[config.mk]
export PLATFORM = sky130hd
export DESIGN_NAME = spq_cell
export DESIGN_NICKNAME = d
export VERILOG_FILES = /design/src/hw/rtl/spq_pkg.sv /design/src/hw/rtl/spq_cell.sv
export SDC_FILE = /design/constraint.sdc
export NUM_CORES = 1
export LEC_CHECK = 0
export BUFFER_PORTS_ARGS = -buffer_cell sky130_fd_sc_hd__buf_2
export CAP_MARGIN = 40
export CELL_PAD_IN_SITES_DETAIL_PLACEMENT = 0
export CELL_PAD_IN_SITES_GLOBAL_PLACEMENT = 1
export CORE_MARGIN = 8
export CORE_UTILIZATION = 35
export DETAILED_ROUTE_END_ITERATION = 10
export PLACE_DENSITY = 0.92
export SLEW_MARGIN = 5
export SYNTH_ARGS = -nofsm -noshare
export SYNTH_HDL_FRONTEND = slang
export SYNTH_SLANG_ARGS = --single-unit
[constraint.sdc]
create_clock -name clock -period 7.25 [get_ports clock]
set_input_delay 1.45 -clock clock [delete_from_list [all_inputs] [get_ports clock]]
set_output_delay 1.45 -clock clock [all_outputs]
set_load 0.02 [all_outputs]
[src/hw/rtl/spq_pkg.sv]
`timescale 1ns / 1ps
// ----------------------------------------------------------------------------
// spq_pkg: shared types and constants for the sorted min priority queue
// Holds the request and response records, command and status codes, and the
// default queue depth.
// ----------------------------------------------------------------------------
package spq_pkg;

   localparam int DEFAULT_CAPACITY = 64;
   localparam int VALUE_W          = 32;
   localparam int OCC_W            = 7;

   typedef logic signed [VALUE_W-1:0] value_type;

   localparam value_type UNDERFLOW_VALUE = -32'sd1;

   typedef enum logic {
      CMD_INSERT = 1'b0,
      CMD_REMOVE = 1'b1
   } command_type;

   typedef enum logic [1:0] {
      STATUS_OK        = 2'd0,
      STATUS_OVERFLOW  = 2'd1,
      STATUS_UNDERFLOW = 2'd2
   } status_type;

   typedef struct packed {
      command_type command;
      value_type   value;
   } req_type;

   typedef struct packed {
      value_type        out_value;
      status_type       status;
      logic [OCC_W-1:0] occupancy;
   } rsp_type;

   // chain-wide shift controls broadcast to every cell
   typedef struct packed {
      logic insert_en;
      logic remove_en;
   } shift_ctrl_type;

endpackage

[src/hw/rtl/spq_cell.sv]
`timescale 1ns / 1ps
// ----------------------------------------------------------------------------
// spq_cell: one slot of the sorted chain
// Compares the broadcast request value with its own entry and takes the
// value from its lower neighbor, the request, or its upper neighbor.
// ----------------------------------------------------------------------------
module spq_cell import spq_pkg::*; #(
   parameter int CNT_W = 7,
   parameter int INDEX = 0
) (
   input  logic           clock,
   input  shift_ctrl_type ctrl,
   input  logic [CNT_W-1:0] count,
   input  value_type      req_value,
   input  value_type      prev_value,
   input  logic           prev_le,
   input  value_type      next_value,
   output value_type      cell_value,
   output logic           le
);

   value_type cell_value_ff;
   value_type cell_value_in;
   logic      occupied;

   // flag where the new value belongs: empty slot or stored value not smaller
   assign occupied = (count > CNT_W'(INDEX));
   assign le       = !occupied || (req_value <= cell_value_ff);

   // shift up behind the insert point, drop in at it, shift down on remove
   always_comb begin
      cell_value_in = cell_value_ff;
      if (ctrl.insert_en) begin
         if (prev_le) begin
            cell_value_in = prev_value;
         end else if (le) begin
            cell_value_in = req_value;
         end
      end else if (ctrl.remove_en) begin
         cell_value_in = next_value;
      end
   end

   always_ff @(posedge clock) begin
      cell_value_ff <= cell_value_in;
   end

   assign cell_value = cell_value_ff;

endmodule

Word-level counts from Yosys, hierarchy flattened
Index checks and enable logic that the tools add are counted.
{"block": "classes", "n_addsub": 0, "mul": 0, "div": 0, "n_lt_le_gt_ge": 2, "eq_ne": 1, "n_shift": 0, "n_mux": 4, "n_bitwise": 0, "reduce_logical": 4}
{"operator": "two-way mux 32 bit", "count": 4}
{"operator": "<= comparator 32 bit", "count": 1}
{"operator": "> comparator 7 x 1 -> 1 bit (second input constant)", "count": 1}
{"operator": "inequality test 3 x 1 -> 1 bit (second input constant)", "count": 1}
{"operator": "AND reduction 2 bit", "count": 1}
{"operator": "nonzero test 2 bit", "count": 1}
{"operator": "zero test 1 bit", "count": 1}
{"operator": "logical OR 1 bit", "count": 1}
{"block": "word_totals", "register_bits": 32, "latch_bits": 0, "mem_bits_rw": 0, "romBits": 0, "input_bits": 107, "out_inout_bits": 33, "memories": 0}

Logic depth before layout (Yosys ltp)
{"block": "logic_depth", "depth_word": 6, "mapped_depth": 8}

Least setup slack after synthesis
Ideal clock, no wire load.
{"block": "synth_path", "kind": "input-to-output", "startpoint": "in req_value[14]", "endpoint": "out le", "arrival_time_ps": 3013, "path_slack_ps": 2787, "stages": 7, "path_buffers": 0, "cell_sequence": "ha_1 nand4_1 nor2_1 a221o_1 o31ai_2 a21oi_1 o21ai_1"}
{"block": "synth_via", "elab_chain_cells": 2}
{"element": "from (decl)", "line": "spq_cell.sv:14", "text": "input value_type req_value,"}
{"element": "<= comparator 32 bit", "line": "spq_cell.sv:28", "text": "assign le = !occupied || (req_value <= cell_value_ff);"}
{"element": "logical OR 1 bit", "line": "spq_cell.sv:28"}
{"element": "to (decl)", "line": "spq_cell.sv:19", "text": "output logic le"}
Every way passes these cells.

Worst setup path in the final report
Ends and elaborated chain as after synthesis.

==> flow_summary.toml <==
[clocking]
clock-sinks = 32
cts_tree = "yes"
ctsHtreeMaxLevel = 2
clk_root_buffer_cell = "sky130_fd_sc_hd__clkbuf_8"
post-cts-setup-buffer-count = 0
path_clk_slew_ns = 0.07
clock_network_latency_to_the_later_pin_of_the_worst_skew_pair_ns = 0.28
cts_hold_repair.buffers = 0
tritoncts.num_buffers = 5
cts.path.max_buffers = 2
cts.repair.resized = 0

[power]
power_frac_seq_pct = 39.3
share_of_total_power_in_the_clock_network_pct = 27.4
power.leakage_nw = 1.781
power_share_of_the_combinational_group_pct = 33.4
vdd_drop_max_v = 0.00007559
power_density_nw_per_um2 = 180.2
p_int_uw = 419.8
total_switching_power_uw = 200.4
net_sw_share_pct = 32.31

[setup_path]
cp_common_cell = "sky130_fd_sc_hd__buf_2"
crit_path_max_incr_delay_ns = 0.33
required_worst_endpoint_ns = 5.80
timing.critical_path.arrival_ns = 3.24
worstPathCellList = "buf_2 -> ha_1 -> nand4_1 -> nor2_1 -> a221o_1 -> o31ai_2 -> a21oi_1 -> o21ai_1 -> buf_2"
cp_slowest_cell = "sky130_fd_sc_hd__a221o_1"
end_kind = "primary output"
worst-r2r-cell-count = 9
worst-path-buf-inv = 2
count_of_cell_instances_traversed_by_the_critical_path = 9
start_kind = "primary input"
worstSetupPathType = "primary input to primary output"
timing.critical_path.fanout_max = 3
timing.critical_path.max_delay_family = "compound AO/OA/AOI/OAI gates"

[routing]
drc = 0
viasPerCell = 4.751
dr_total_vias = 2385
drtPass1Iterations = 4
wl_um = 7300
wire_per_inst_um = 14.54
drtIter0Drc = 31
detail-route-antenna-nets = 0

[job]
max_cap_violations = 0

[placement]
port-buffer-count = 139
post-place-cells = 494
dp_hpwl_um = 6109
postPlaceCellArea_um2 = 3334
routabilityCongestion = 0.7973

[floorplanning]
die_h_um = 100.8
horiz_die_dim_um = 100.8
core_um2 = 7098
i_o_pin_total = 140
rows = 31
dieArea_um2 = 10170
start_util_pct = 35.48

[sta]
setup_viol = 0
min_period_over_period_pct = 64.62
final-max-slew-violation-count = 0
timing.setup.tns_ns = 0
timing.fmax_mhz = 213.4
timing.clock.skew_ns = 0.006680
rsz0062_at_grt = "false"
final-hold-violation-count = 0
max_slew.worst_pin.slew_ns = 0.6138
slew_headroom_pct = 59.08
fin_crit_ns = 4.685

[global_routing]
antenna_found_initial = 0
grt_start_max_net_pins = 67
first_global_vias = 2511
grt_first_pass_wirelength_um = 12020
grt_overflow_total = 0
track_usage_pct = 14.78

[synth]
synth_area_um2 = 2519
synth_cell_types = 32
syn-mean-instance-area_um2 = 9.540
syn_inst = 264
synthesis.yosys.warnings = 0
yosys_register_bits = 32
yosysSeqAreaShare_pct = 38.15
synthesis.nets = 403

[finish]
post-route-util_pct = 48.49
num_antenna_cells = 0
final_net_count = 541
layout-drive-gt1-share_pct = 38.96
layout.cells.non_filler = 502
areaGrowthSynthToFinish_pct = 36.66
layout.cells.most_common_list = "139 x sky130_fd_sc_hd__buf_2, 46 x sky130_fd_sc_hd__a21oi_1, 38 x sky130_fd_sc_hd__nor2_1"
largest_register_ff_count = 32
final_area_um2 = 3442
final_common_cell = "sky130_fd_sc_hd__buf_2"

[hold_path]
worstHoldPathType = "register to register"
hold-path-cell-count = 6

[run_status]
status = "completed"
-- stage by stage --
stage / hold slack (ns) / worst slack (ns) / total power [mW]
2_1_floorplan: 1.372 / 2.787 / 0.3735
5_1_grt: 1.491 / 2.444 / 0.6623
3_3_place_gp: 1.468 / 2.600 / 0.4512
4_1_cts: 1.474 / 2.566 / 0.6305
3_5_place_dp: 1.479 / 2.587 / 0.4575
6_report: 1.474 / 2.565 / 0.6201
-- routing by layer --
metal / track usage (%) / vias up / routed length [um]
li1: - / 1231 / -
met1: 17.89 / 1063 / 3067
met2: 24.91 / 83 / 3579
met3: 3.729 / 8 / 549
met4: 4.651 / 0 / 104
met5: 0 / - / 0
-- worst min-delay path, cell delays in order, from the launching register on --
cell and delay (ns):
sky130_fd_sc_hd__edfxtp_1 0.39, sky130_fd_sc_hd__inv_1 0.07, sky130_fd_sc_hd__ha_1 0.17, sky130_fd_sc_hd__nand3_1 0.11, sky130_fd_sc_hd__nor2_1 0.19, sky130_fd_sc_hd__nor3_4 0.06, sky130_fd_sc_hd__buf_4 0.26
-- kinds of logic (layout without fill, tap and decap cells) --
group | count (synthesis) | count (layout) | share of synthesized area, %
simple gates | 64 | 64 | 13.02
compound gates | 60 | 60 | 13.51
buf+inv | 44 | 183 | 6.706
fa+ha+maj | 32 | 32 | 15.90
mux | 32 | 32 | 12.72
flops | 32 | 32 | 38.15
-- power by group through the flow --
stage,Sequential [mW],Combinational [mW],Clock (mW)
finish,0.244,0.207,0.170
global route,0.247,0.233,0.183
CTS,0.244,0.211,0.176
detailed placement,0.248,0.210,0
global placement,0.247,0.205,0
floorplan,0.276,0.0979,0
-- cell usage after synthesis (all sizes together) --
library cell,count,area share [%]
a2111oi,1,0.60
a211oi,1,0.30
a21o,1,0.30
a21oi,46,9.1
a221o,1,0.40
a22oi,1,0.30
a31oi,1,0.25
and3,1,0.25
and4,1,0.45
buf,3,0.60
clkbuf,8,1.2
edfxtp,32,38
ha,32,16
inv,33,4.9
mux2i,32,13
nand2,5,0.75
nand3,4,0.79
nand4,8,2.2
nor2,38,5.7
nor2b,2,0.50
nor3,2,0.60
nor4,2,1.3
o211a,1,0.40
o211ai,1,0.30
o21ai,4,0.79
o22ai,1,0.25
o31ai,1,0.50
or4,1,0.45
-- path summary, 6_finish.rpt --
path	endpoint	slack, ns	startpoint
max	le	2.56	req_value[14]
min	cell_value[14]$_DFFE_PP_	1.47	cell_value[31]$_DFFE_PP_
max reg2reg	cell_value[29]$_DFFE_PP_	4.58	cell_value[7]$_DFFE_PP_
min reg2reg	cell_value[14]$_DFFE_PP_	1.47	cell_value[31]$_DFFE_PP_
-- cell type report --
class	instances	area [um^2]
clock buffers	6	72.57
clock inverters	2	35.03
fillers	699	3656
inverters	33	123.9
multi-input cells	188	1395
flip-flops and latches	32	960.9
well taps	99	123.9
repair buffers	142	730.7
No activity file was read; power rests on OpenSTA's default activity.
